<file path="config.mk">
export PLATFORM = sky130hd
export DESIGN_NAME = integer_to_roman_serializer_unit_flat
export DESIGN_NICKNAME = d
export VERILOG_FILES = /design/src/sv/irs_pkg.sv /design/src/sv/irs_if.sv /design/src/sv/irs_ucode_rom.sv /design/src/sv/integer_to_roman_serializer_unit.sv /design/src/flat_wrapper.sv
export SDC_FILE = /design/constraint.sdc
export NUM_CORES = 1
export LEC_CHECK = 0
export ABC_AREA = 1
export BUFFER_PORTS_ARGS = -buffer_cell sky130_fd_sc_hd__buf_2
export CORE_MARGIN = 8
export CORE_UTILIZATION = 64
export DETAILED_ROUTE_END_ITERATION = 8
export PLACE_DENSITY = 0.86
export SYNTH_ARGS = -nofsm -noshare
export SYNTH_HDL_FRONTEND = slang
export SYNTH_SLANG_ARGS = --single-unit
export TNS_END_PERCENT = 100
</file>
<file path="constraint.sdc">
create_clock -name clk -period 7.6 [get_ports clk]
set_input_delay 0.38 -clock clk [delete_from_list [all_inputs] [get_ports clk]]
set_output_delay 0.38 -clock clk [all_outputs]
set_load 0.01 [all_outputs]
</file>
<file path="src/sv/irs_pkg.sv">
// shared types, step addresses and symbol tables for the roman numeral serializer
package irs_pkg;

  localparam int unsigned VALUE_W = 16;
  localparam int unsigned LIMIT_W = 12;
  localparam int unsigned SYM_W   = 7;
  localparam int unsigned STEP_W  = 4;
  localparam int unsigned DIG_W   = 4;

  localparam logic [LIMIT_W-1:0] LOWER_RESET  = 12'd1000;
  localparam logic [LIMIT_W-1:0] UPPER_RESET  = 12'd3000;
  localparam logic [VALUE_W-1:0] NUMERAL_MIN  = 16'd1;
  localparam logic [VALUE_W-1:0] NUMERAL_MAX  = 16'd3999;

  localparam logic CFG_LOWER = 1'b0;
  localparam logic CFG_UPPER = 1'b1;

  // scale of a digit position
  typedef enum logic [1:0] {
    SC_ONES  = 2'd0,
    SC_TENS  = 2'd1,
    SC_HUNDS = 2'd2,
    SC_THOUS = 2'd3
  } scale_t;

  typedef enum logic [2:0] {
    OP_CHECK = 3'd0,
    OP_MLOOP = 3'd1,
    OP_COUNT = 3'd2,
    OP_PRE   = 3'd3,
    OP_FIVE  = 3'd4,
    OP_ONES  = 3'd5,
    OP_END   = 3'd6,
    OP_IDLE  = 3'd7
  } op_t;

  typedef struct packed {
    op_t               op;
    scale_t            scale;
    logic [STEP_W-1:0] target;
  } ctrl_t;

  localparam logic [STEP_W-1:0] STEP_CHECK   = 4'd0;
  localparam logic [STEP_W-1:0] STEP_MLOOP   = 4'd1;
  localparam logic [STEP_W-1:0] STEP_H_COUNT = 4'd2;
  localparam logic [STEP_W-1:0] STEP_H_PRE   = 4'd3;
  localparam logic [STEP_W-1:0] STEP_H_FIVE  = 4'd4;
  localparam logic [STEP_W-1:0] STEP_H_ONES  = 4'd5;
  localparam logic [STEP_W-1:0] STEP_T_COUNT = 4'd6;
  localparam logic [STEP_W-1:0] STEP_T_PRE   = 4'd7;
  localparam logic [STEP_W-1:0] STEP_T_FIVE  = 4'd8;
  localparam logic [STEP_W-1:0] STEP_T_ONES  = 4'd9;
  localparam logic [STEP_W-1:0] STEP_O_COUNT = 4'd10;
  localparam logic [STEP_W-1:0] STEP_O_PRE   = 4'd11;
  localparam logic [STEP_W-1:0] STEP_O_FIVE  = 4'd12;
  localparam logic [STEP_W-1:0] STEP_O_ONES  = 4'd13;
  localparam logic [STEP_W-1:0] STEP_END     = 4'd14;
  localparam logic [STEP_W-1:0] STEP_IDLE    = 4'd15;

  localparam logic [SYM_W-1:0] SYM_M = 7'h4D;
  localparam logic [SYM_W-1:0] SYM_D = 7'h44;
  localparam logic [SYM_W-1:0] SYM_C = 7'h43;
  localparam logic [SYM_W-1:0] SYM_L = 7'h4C;
  localparam logic [SYM_W-1:0] SYM_X = 7'h58;
  localparam logic [SYM_W-1:0] SYM_V = 7'h56;
  localparam logic [SYM_W-1:0] SYM_I = 7'h49;

  function automatic logic [LIMIT_W-1:0] unit_of(scale_t sc);
    case (sc)
      SC_ONES:  unit_of = 12'd1;
      SC_TENS:  unit_of = 12'd10;
      SC_HUNDS: unit_of = 12'd100;
      default:  unit_of = 12'd1000;
    endcase
  endfunction

  function automatic logic [SYM_W-1:0] one_of(scale_t sc);
    case (sc)
      SC_ONES:  one_of = SYM_I;
      SC_TENS:  one_of = SYM_X;
      SC_HUNDS: one_of = SYM_C;
      default:  one_of = SYM_M;
    endcase
  endfunction

  function automatic logic [SYM_W-1:0] five_of(scale_t sc);
    case (sc)
      SC_ONES:  five_of = SYM_V;
      SC_TENS:  five_of = SYM_L;
      default:  five_of = SYM_D;
    endcase
  endfunction

  function automatic logic [SYM_W-1:0] ten_of(scale_t sc);
    case (sc)
      SC_ONES:  ten_of = SYM_X;
      SC_TENS:  ten_of = SYM_C;
      default:  ten_of = SYM_M;
    endcase
  endfunction

endpackage

</file>
<file path="src/sv/irs_if.sv">
// valid/ready channel interfaces for number input and character output
interface irs_in_if;
  logic                        valid;
  logic                        ready;
  logic [irs_pkg::VALUE_W-1:0] value;

  modport source (output valid, output value, input ready);
  modport sink   (input valid, input value, output ready);
endinterface

interface irs_out_if;
  logic                      valid;
  logic                      ready;
  logic [irs_pkg::SYM_W-1:0] symbol;
  logic                      error;
  logic                      last;

  modport source (output valid, output symbol, output error, output last, input ready);
  modport sink   (input valid, input symbol, input error, input last, output ready);
endinterface

</file>
<file path="src/sv/irs_ucode_rom.sv">
// microcode rom: one control word per sequencer step
module irs_ucode_rom (
  input  logic [irs_pkg::STEP_W-1:0] addr,
  output irs_pkg::ctrl_t             word
);
  import irs_pkg::*;

  always_comb begin
    case (addr)
      STEP_CHECK:   word = '{op: OP_CHECK, scale: SC_THOUS, target: STEP_MLOOP};
      STEP_MLOOP:   word = '{op: OP_MLOOP, scale: SC_THOUS, target: STEP_H_COUNT};
      STEP_H_COUNT: word = '{op: OP_COUNT, scale: SC_HUNDS, target: STEP_H_PRE};
      STEP_H_PRE:   word = '{op: OP_PRE,   scale: SC_HUNDS, target: STEP_H_FIVE};
      STEP_H_FIVE:  word = '{op: OP_FIVE,  scale: SC_HUNDS, target: STEP_H_ONES};
      STEP_H_ONES:  word = '{op: OP_ONES,  scale: SC_HUNDS, target: STEP_T_COUNT};
      STEP_T_COUNT: word = '{op: OP_COUNT, scale: SC_TENS,  target: STEP_T_PRE};
      STEP_T_PRE:   word = '{op: OP_PRE,   scale: SC_TENS,  target: STEP_T_FIVE};
      STEP_T_FIVE:  word = '{op: OP_FIVE,  scale: SC_TENS,  target: STEP_T_ONES};
      STEP_T_ONES:  word = '{op: OP_ONES,  scale: SC_TENS,  target: STEP_O_COUNT};
      STEP_O_COUNT: word = '{op: OP_COUNT, scale: SC_ONES,  target: STEP_O_PRE};
      STEP_O_PRE:   word = '{op: OP_PRE,   scale: SC_ONES,  target: STEP_O_FIVE};
      STEP_O_FIVE:  word = '{op: OP_FIVE,  scale: SC_ONES,  target: STEP_O_ONES};
      STEP_O_ONES:  word = '{op: OP_ONES,  scale: SC_ONES,  target: STEP_END};
      STEP_END:     word = '{op: OP_END,   scale: SC_ONES,  target: STEP_IDLE};
      default:      word = '{op: OP_IDLE,  scale: SC_ONES,  target: STEP_CHECK};
    endcase
  end

endmodule

</file>
<file path="src/sv/integer_to_roman_serializer_unit.sv">
// top level: microcoded integer to roman numeral serializer
//
//  channel  dir  handshake       payload
//  in_ch    in   valid / ready   value[15:0]
//  out_ch   out  valid / ready   symbol[6:0], error, last
//  cfg      in   cfg_we          cfg_index[0], cfg_data[11:0]
//
//  one item at a time; a new number is taken only when the sequencer is idle
//  an item runs check, the thousands loop, then count, prefix, five and ones
//  steps for hundreds, tens and ones, then end; a rejected value ends at the
//  check step with an error word; reset (rst_n low, synchronous) sets the
//  limits to 1000 and 3000 and idles the sequencer
//  a full output word that is not taken holds the sequencer on emitting steps
module integer_to_roman_serializer_unit (
  input  logic                         clk,
  input  logic                         rst_n,
  irs_in_if.sink                       in_ch,
  irs_out_if.source                    out_ch,
  input  logic                         cfg_we,
  input  logic                         cfg_index,
  input  logic [irs_pkg::LIMIT_W-1:0]  cfg_data
);
  import irs_pkg::*;

  logic [LIMIT_W-1:0] lower_r, upper_r;
  logic [STEP_W-1:0]  step_r, step_nxt;
  logic [LIMIT_W-1:0] rem_r, rem_nxt;
  logic [DIG_W-1:0]   dig_r, dig_nxt;
  logic               bad_r, bad_nxt;
  logic [SYM_W-1:0]   pend_sym_r, pend_sym_nxt;
  logic               pend_valid_r, pend_valid_nxt;
  logic               out_valid_r;
  logic [SYM_W-1:0]   out_sym_r;
  logic               out_err_r, out_last_r;

  ctrl_t              ctrl;
  logic [LIMIT_W-1:0] unit;
  logic               emit, push, push_err, push_last, stall, accept;
  logic [SYM_W-1:0]   emit_sym, push_sym;

  irs_ucode_rom u_rom (
    .addr (step_r),
    .word (ctrl)
  );

  assign unit         = unit_of(ctrl.scale);
  assign in_ch.ready  = (step_r == STEP_IDLE);
  assign accept       = in_ch.valid && in_ch.ready;
  assign out_ch.valid  = out_valid_r;
  assign out_ch.symbol = out_sym_r;
  assign out_ch.error  = out_err_r;
  assign out_ch.last   = out_last_r;

  always_comb begin
    step_nxt       = step_r;
    rem_nxt        = rem_r;
    dig_nxt        = dig_r;
    bad_nxt        = bad_r;
    pend_sym_nxt   = pend_sym_r;
    pend_valid_nxt = pend_valid_r;
    emit           = 1'b0;
    emit_sym       = one_of(ctrl.scale);
    push           = 1'b0;
    push_sym       = pend_sym_r;
    push_err       = 1'b0;
    push_last      = 1'b0;
    case (ctrl.op)
      OP_IDLE: begin
        if (accept) begin
          rem_nxt  = in_ch.value[LIMIT_W-1:0];
          bad_nxt  = (in_ch.value < {{(VALUE_W-LIMIT_W){1'b0}}, lower_r}) ||
                     (in_ch.value > {{(VALUE_W-LIMIT_W){1'b0}}, upper_r}) ||
                     (in_ch.value < NUMERAL_MIN) || (in_ch.value > NUMERAL_MAX);
          step_nxt = ctrl.target;
        end
      end
      OP_CHECK: begin
        if (bad_r) begin
          push      = 1'b1;
          push_sym  = '0;
          push_err  = 1'b1;
          push_last = 1'b1;
          step_nxt  = STEP_IDLE;
        end else begin
          step_nxt = ctrl.target;
        end
      end
      OP_MLOOP: begin
        if (rem_r >= unit) begin
          emit    = 1'b1;
          rem_nxt = rem_r - unit;
        end else begin
          step_nxt = ctrl.target;
        end
      end
      OP_COUNT: begin
        if (rem_r >= unit) begin
          rem_nxt = rem_r - unit;
          dig_nxt = dig_r + DIG_W'(1);
        end else begin
          step_nxt = ctrl.target;
        end
      end
      OP_PRE: begin
        // four and nine lead with a one, then continue as five and ten
        if (dig_r == DIG_W'(4) || dig_r == DIG_W'(9)) begin
          emit    = 1'b1;
          dig_nxt = dig_r + DIG_W'(1);
        end
        step_nxt = ctrl.target;
      end
      OP_FIVE: begin
        if (dig_r == DIG_W'(10)) begin
          emit     = 1'b1;
          emit_sym = ten_of(ctrl.scale);
          dig_nxt  = '0;
        end else if (dig_r >= DIG_W'(5)) begin
          emit     = 1'b1;
          emit_sym = five_of(ctrl.scale);
          dig_nxt  = dig_r - DIG_W'(5);
        end
        step_nxt = ctrl.target;
      end
      OP_ONES: begin
        if (dig_r != '0) begin
          emit    = 1'b1;
          dig_nxt = dig_r - DIG_W'(1);
        end else begin
          step_nxt = ctrl.target;
        end
      end
      OP_END: begin
        push           = pend_valid_r;
        push_last      = 1'b1;
        pend_valid_nxt = 1'b0;
        step_nxt       = ctrl.target;
      end
      default: begin
        step_nxt = STEP_IDLE;
      end
    endcase
    // each new character pushes out the one held before it
    if (emit) begin
      push           = pend_valid_r;
      pend_sym_nxt   = emit_sym;
      pend_valid_nxt = 1'b1;
    end
  end

  assign stall = push && out_valid_r && !out_ch.ready;

  always_ff @(posedge clk) begin
    if (!rst_n) begin
      lower_r      <= LOWER_RESET;
      upper_r      <= UPPER_RESET;
      step_r       <= STEP_IDLE;
      dig_r        <= '0;
      bad_r        <= 1'b0;
      pend_valid_r <= 1'b0;
      out_valid_r  <= 1'b0;
    end else begin
      if (cfg_we) begin
        case (cfg_index)
          CFG_LOWER: lower_r <= cfg_data;
          CFG_UPPER: upper_r <= cfg_data;
          default:   upper_r <= upper_r;
        endcase
      end
      if (!stall) begin
        step_r       <= step_nxt;
        dig_r        <= dig_nxt;
        bad_r        <= bad_nxt;
        pend_valid_r <= pend_valid_nxt;
      end
      if (push && !stall) begin
        out_valid_r <= 1'b1;
      end else if (out_ch.ready) begin
        out_valid_r <= 1'b0;
      end
    end
  end

  always_ff @(posedge clk) begin
    if (!stall) begin
      rem_r      <= rem_nxt;
      pend_sym_r <= pend_sym_nxt;
    end
    if (push && !stall) begin
      out_sym_r  <= push_sym;
      out_err_r  <= push_err;
      out_last_r <= push_last;
    end
  end

  a_accept_to_check: assert property (@(posedge clk) disable iff (!rst_n)
    accept |=> (step_r == STEP_CHECK))
    else $error("accepted number did not start at the check step");

  a_error_is_last: assert property (@(posedge clk) disable iff (!rst_n)
    (out_valid_r && out_err_r) |-> (out_last_r && out_sym_r == '0))
    else $error("error word must be last with a zero symbol");

  a_idle_clean: assert property (@(posedge clk) disable iff (!rst_n)
    (step_r == STEP_IDLE) |-> (dig_r == '0 && !pend_valid_r))
    else $error("sequencer idle with leftover digit or held character");

  a_end_has_char: assert property (@(posedge clk) disable iff (!rst_n)
    (step_r == STEP_END) |-> pend_valid_r)
    else $error("end step reached with no character held");

  a_digit_range: assert property (@(posedge clk) disable iff (!rst_n)
    (dig_r <= DIG_W'(10)))
    else $error("digit register out of range");

endmodule
</file>
<file path="src/flat_wrapper.sv">
// flat-port wrapper written by rule: the top's interface ports become plain ports
module integer_to_roman_serializer_unit_flat import irs_pkg::*;
  (clk, rst_n, cfg_we, cfg_index, cfg_data, in_ch_valid, in_ch_value, in_ch_ready, out_ch_valid, out_ch_symbol, out_ch_error, out_ch_last, out_ch_ready);
  irs_in_if in_ch_i ();
  irs_out_if out_ch_i ();
  input  logic clk;
  input  logic rst_n;
  input  logic cfg_we;
  input  logic cfg_index;
  input  logic [irs_pkg::LIMIT_W-1:0] cfg_data;
  input wire logic [$bits(in_ch_i.valid)-1:0] in_ch_valid;
  input wire logic [$bits(in_ch_i.value)-1:0] in_ch_value;
  output wire logic [$bits(in_ch_i.ready)-1:0] in_ch_ready;
  output wire logic [$bits(out_ch_i.valid)-1:0] out_ch_valid;
  output wire logic [$bits(out_ch_i.symbol)-1:0] out_ch_symbol;
  output wire logic [$bits(out_ch_i.error)-1:0] out_ch_error;
  output wire logic [$bits(out_ch_i.last)-1:0] out_ch_last;
  input wire logic [$bits(out_ch_i.ready)-1:0] out_ch_ready;
  assign in_ch_i.valid = in_ch_valid;
  assign in_ch_i.value = in_ch_value;
  assign in_ch_ready = in_ch_i.ready;
  assign out_ch_valid = out_ch_i.valid;
  assign out_ch_symbol = out_ch_i.symbol;
  assign out_ch_error = out_ch_i.error;
  assign out_ch_last = out_ch_i.last;
  assign out_ch_i.ready = out_ch_ready;
  integer_to_roman_serializer_unit u_core (.clk(clk), .rst_n(rst_n), .in_ch(in_ch_i), .out_ch(out_ch_i), .cfg_we(cfg_we), .cfg_index(cfg_index), .cfg_data(cfg_data));
endmodule
</file>
==> summary.md <==
| Metric | Value |
|---|---|
| Power Density | `377 nW/um2` |
| Cell Rows | `29` |
| Max-slew headroom | `33.8%` |
| Storage cell area | `1630 um2` |
| Status | `completed` |
| Pleak | `2.29 nW` |
| Total Routed Length | `9380 um` |
| Met1 track demand over resource | `21.8%` |
| Hold path cells | `3` |
| Clock Sinks | `69` |
| Initial antenna violation count | `0` |
| First-pass GRT wire length | `15900 um` |
| Most Crowded Layer GR | `met2` |
| Worst Hold Slack | `0.261 ns` |
| Final Setup Violations | `0` |
| Hold Path Class | `primary input to flop` |
| Clk_lat worst skew | `0.35 ns` |
| Post_cts resized | `0` |
| Fillers | `488` |
| Crit path kind | `flop to flop` |
| Number of diodes | `0` |
| Final worst clock skew | `0.00578 ns` |
| FF-to-FF path depth | `12` |
| CTS buffer count | `9` |
| Hold endpoint | `u_core.lower_r[7]` |
| Via density | `5.60` |
| Post-synth EDFFs | `25` |
| FF-to-FF End | `u_core.rem_r[6]` |
| Final hold vios | `0` |
| GRT overflow | `0` |
| Die Wd | `97.3 um` |
| Largest net degree at the start of global routing | `38` |
| H-tree levels | `3` |
| Vias | `3654` |
| Post-route ant nets | `0` |
| Final min period | `3.50 ns` |
| HPWL after detailed placement | `7240 um` |
| DRC viols | `0` |
| Fin nets | `646` |
| RR Startpoint | `u_core.u_rom.word[5]` |
| Yosys top cell area share | `20.8%` |
| Share of cells above drive strength 1 | `15.7%` |
| Vias in the first global route | `3658` |
| Seq cells post-synth | `69` |
| Final Wtd Congestion | `0.936` |
| Seq/Total Area, Yosys | `38.6%` |
| Max Slew Vio Count | `0` |
| Setup crit end kind | `flop` |
| Slowest-stage cell, CP | `nor2_1` |
| Met2 GRT Util | `35.6%` |
| Syn Nets | `604` |
| Max stage delay on crit path | `0.75 ns` |
| Post-synth cell types | `48` |
| Multi-input gate area | `2240 um2` |
| GRT met3 Usage | `4.05%` |
| Synthesis-to-layout area growth | `9.93%` |
| Worst slew pin tran | `0.990 ns` |
| Req. time, crit path | `7.57 ns` |
| First DRT Iteration DRCs | `228` |
| Synth area leader | `dfxtp_1` |
| Chip height | `97.3 um` |
| Setup crit start kind | `flop` |
| Overall Global Routing Usage | `19.8%` |
| Avg Synthesized Cell Area | `8.01 um2` |
| Initial cell density of the core | `66.3%` |
| CTS root buffer | `clkbuf_8` |
| Syn Inst Count | `528` |
| Dpl cell area | `4490 um2` |
| Routed length per placed instance | `14.4 um` |
| Worst endpoint data arrival time | `3.47 ns` |
| Reg clk slew, reported paths | `0.08 ns` |
| Crit Path Max Fanout | `12` |
| Crit path cell chain | `nor2_1, ha_1, fa_1, o21ai_1, nand3_1, nand4_2, nand2_1, nand2_4, nand2_4, nand3_4, nand2_1, nor2_1` |
| Commonest cells in the netlist | `107 x nand2_1, 74 x inv_1, 44 x dfxtp_1, 43 x nor2_1, 40 x ha_1` |
| VDD IR max | `0.225 mV` |
| Buf+Inv Stages, Crit Path | `0` |
| DRT Pass-1 Iters | `5` |
| Tcrit/Tclk final | `46.1%` |
| Max Fclk | `0.286 GHz` |
| Post CTS Setup Buffer Count | `0` |
| Hold_sp | `cfg_data[7]` |
| Hold buffer count at CTS | `0` |
| CTS max path bufs | `2` |
| Die Area | `9470 um2` |
| Max_cap viols | `0` |
| CTS tree | `built` |
| Setup tns final | `0 ns` |
| Port Buffers | `43` |
| Main synth FF type | `dfxtp_1` |
| YS warnings | `0` |
| Async S/R FF share, synth | `0%` |
| RSZ-0062 raised after global routing | `false` |
| Final Core Density | `72.8%` |
| Core area | `6390 um2` |
| Most frequent cell after synthesis | `nand2_1` |
| Largest cells by area after synthesis | `dfxtp_1 21%, edfxtp_1 18%, ha_1 12%` |
| Worst path top cell family by delay | `simple AND/OR/NAND/NOR gates` |
| I/O Pins | `45` |
| Synth Cell Area | `4230 um2` |
| R2r setup slk | `4.10 ns` |
| Final Instance Area | `4650 um2` |
-- registers in the layout, indices dropped and copies added (netlist names) --
signal,cells
u_core.out_ch.valid,1
u_core.pend_valid_r,1
u_core.out_ch.last,1
u_core.step_r,4
u_core.u_rom.word,9
u_core.lower_r,12
u_core.bad_r,1
u_core.rem_r,12
u_core.out_ch.symbol,6
u_core.out_ch.error,1
u_core.dig_r,4
u_core.upper_r,12
u_core.pend_sym_r,5
-- area by class of cell --
class / count / area share, %
Multi-Input combinational cell: 366 / 48.1
Sequential cell: 69 / 35.1
Tap cell: 77 / 2.07
Clock buffer: 9 / 2.66
Timing Repair Buffer: 43 / 4.63
Inverter: 81 / 6.59
Clock inverter: 7 / 0.861
-- worst max path at each step --
stage	start	end	slack [ns]	cells after the start
final	u_core.u_rom.word[5]	u_core.rem_r[6]	4.10	12
after global routing	u_core.u_rom.word[5]	u_core.rem_r[6]	3.87	12
after CTS	u_core.u_rom.word[5]	u_core.rem_r[6]	4.12	12
after detailed placement	u_core.u_rom.word[5]	u_core.rem_r[0]	4.13	12
after global placement	u_core.u_rom.word[5]	u_core.rem_r[0]	4.31	12
after floorplan	u_core.u_rom.word[5]	u_core.rem_r[0]	4.66	13
-- power by group --
part           switching (mW)  total, mW  internal [mW]  leakage (nW)
clock network           0.146      0.263          0.116        0.0894
logic                   0.572      0.883          0.310          1.60
registers              0.0687      0.608          0.540         0.595
-- placed cells by master, fill, tap and decap left out, drive strengths merged, types with 3 or more instances in the layout --
cell type,synthesis,layout
nand4,8,8
nor3,5,5
ha,40,40
nor4,4,4
clkinv,2,6
buf,4,43
clkbuf,8,9
or2,6,6
o21ai,37,37
inv,79,81
nand3,24,24
o21bai,3,3
o22ai,3,3
edfxtp,25,25
a21oi,39,39
xor2,10,10
dfxtp,44,44
nor2,44,44
o211ai,16,16
nand2,113,113
-- per-layer routing --
layer	part of all wire (%)	up-vias
met4	2.2	0
met5	0	-
met3	5.1	25
met2	50	91
met1	42	1692
li1	-	1846
-- cell families after synthesis --
logic type	Yosys count	share of synthesized area, %
flip-flops	69	38.6
AO/OA/AOI/OAI	106	14.6
multiplexers	1	0.266
adder cells (fa/ha/maj)	42	12.8
AND/OR/NAND/NOR	205	22.9
other	1	0.0886
buffers and inverters	93	8.55
XOR/XNOR	11	2.28
-- tightest hold or removal path: cells and delay by family --
family	cells	cell delay (ns)
AOI/OAI and AO/OA	1	0.06
buffers and inverters	1	0.09
and+or+nand+nor	1	0.05
-- metrics by stage --
stage / power, mW / std cells / setup WS [ns]
CTS: 1.75 / 652 / 4.12
floorplan: 1.28 / 528 / 4.66
global placement: 1.44 / 636 / 4.31
global route: 1.89 / 652 / 3.87
finish: 1.75 / 652 / 4.10
detailed placement: 1.48 / 636 / 4.13
Note: power is estimated with default switching activity, not from simulation.
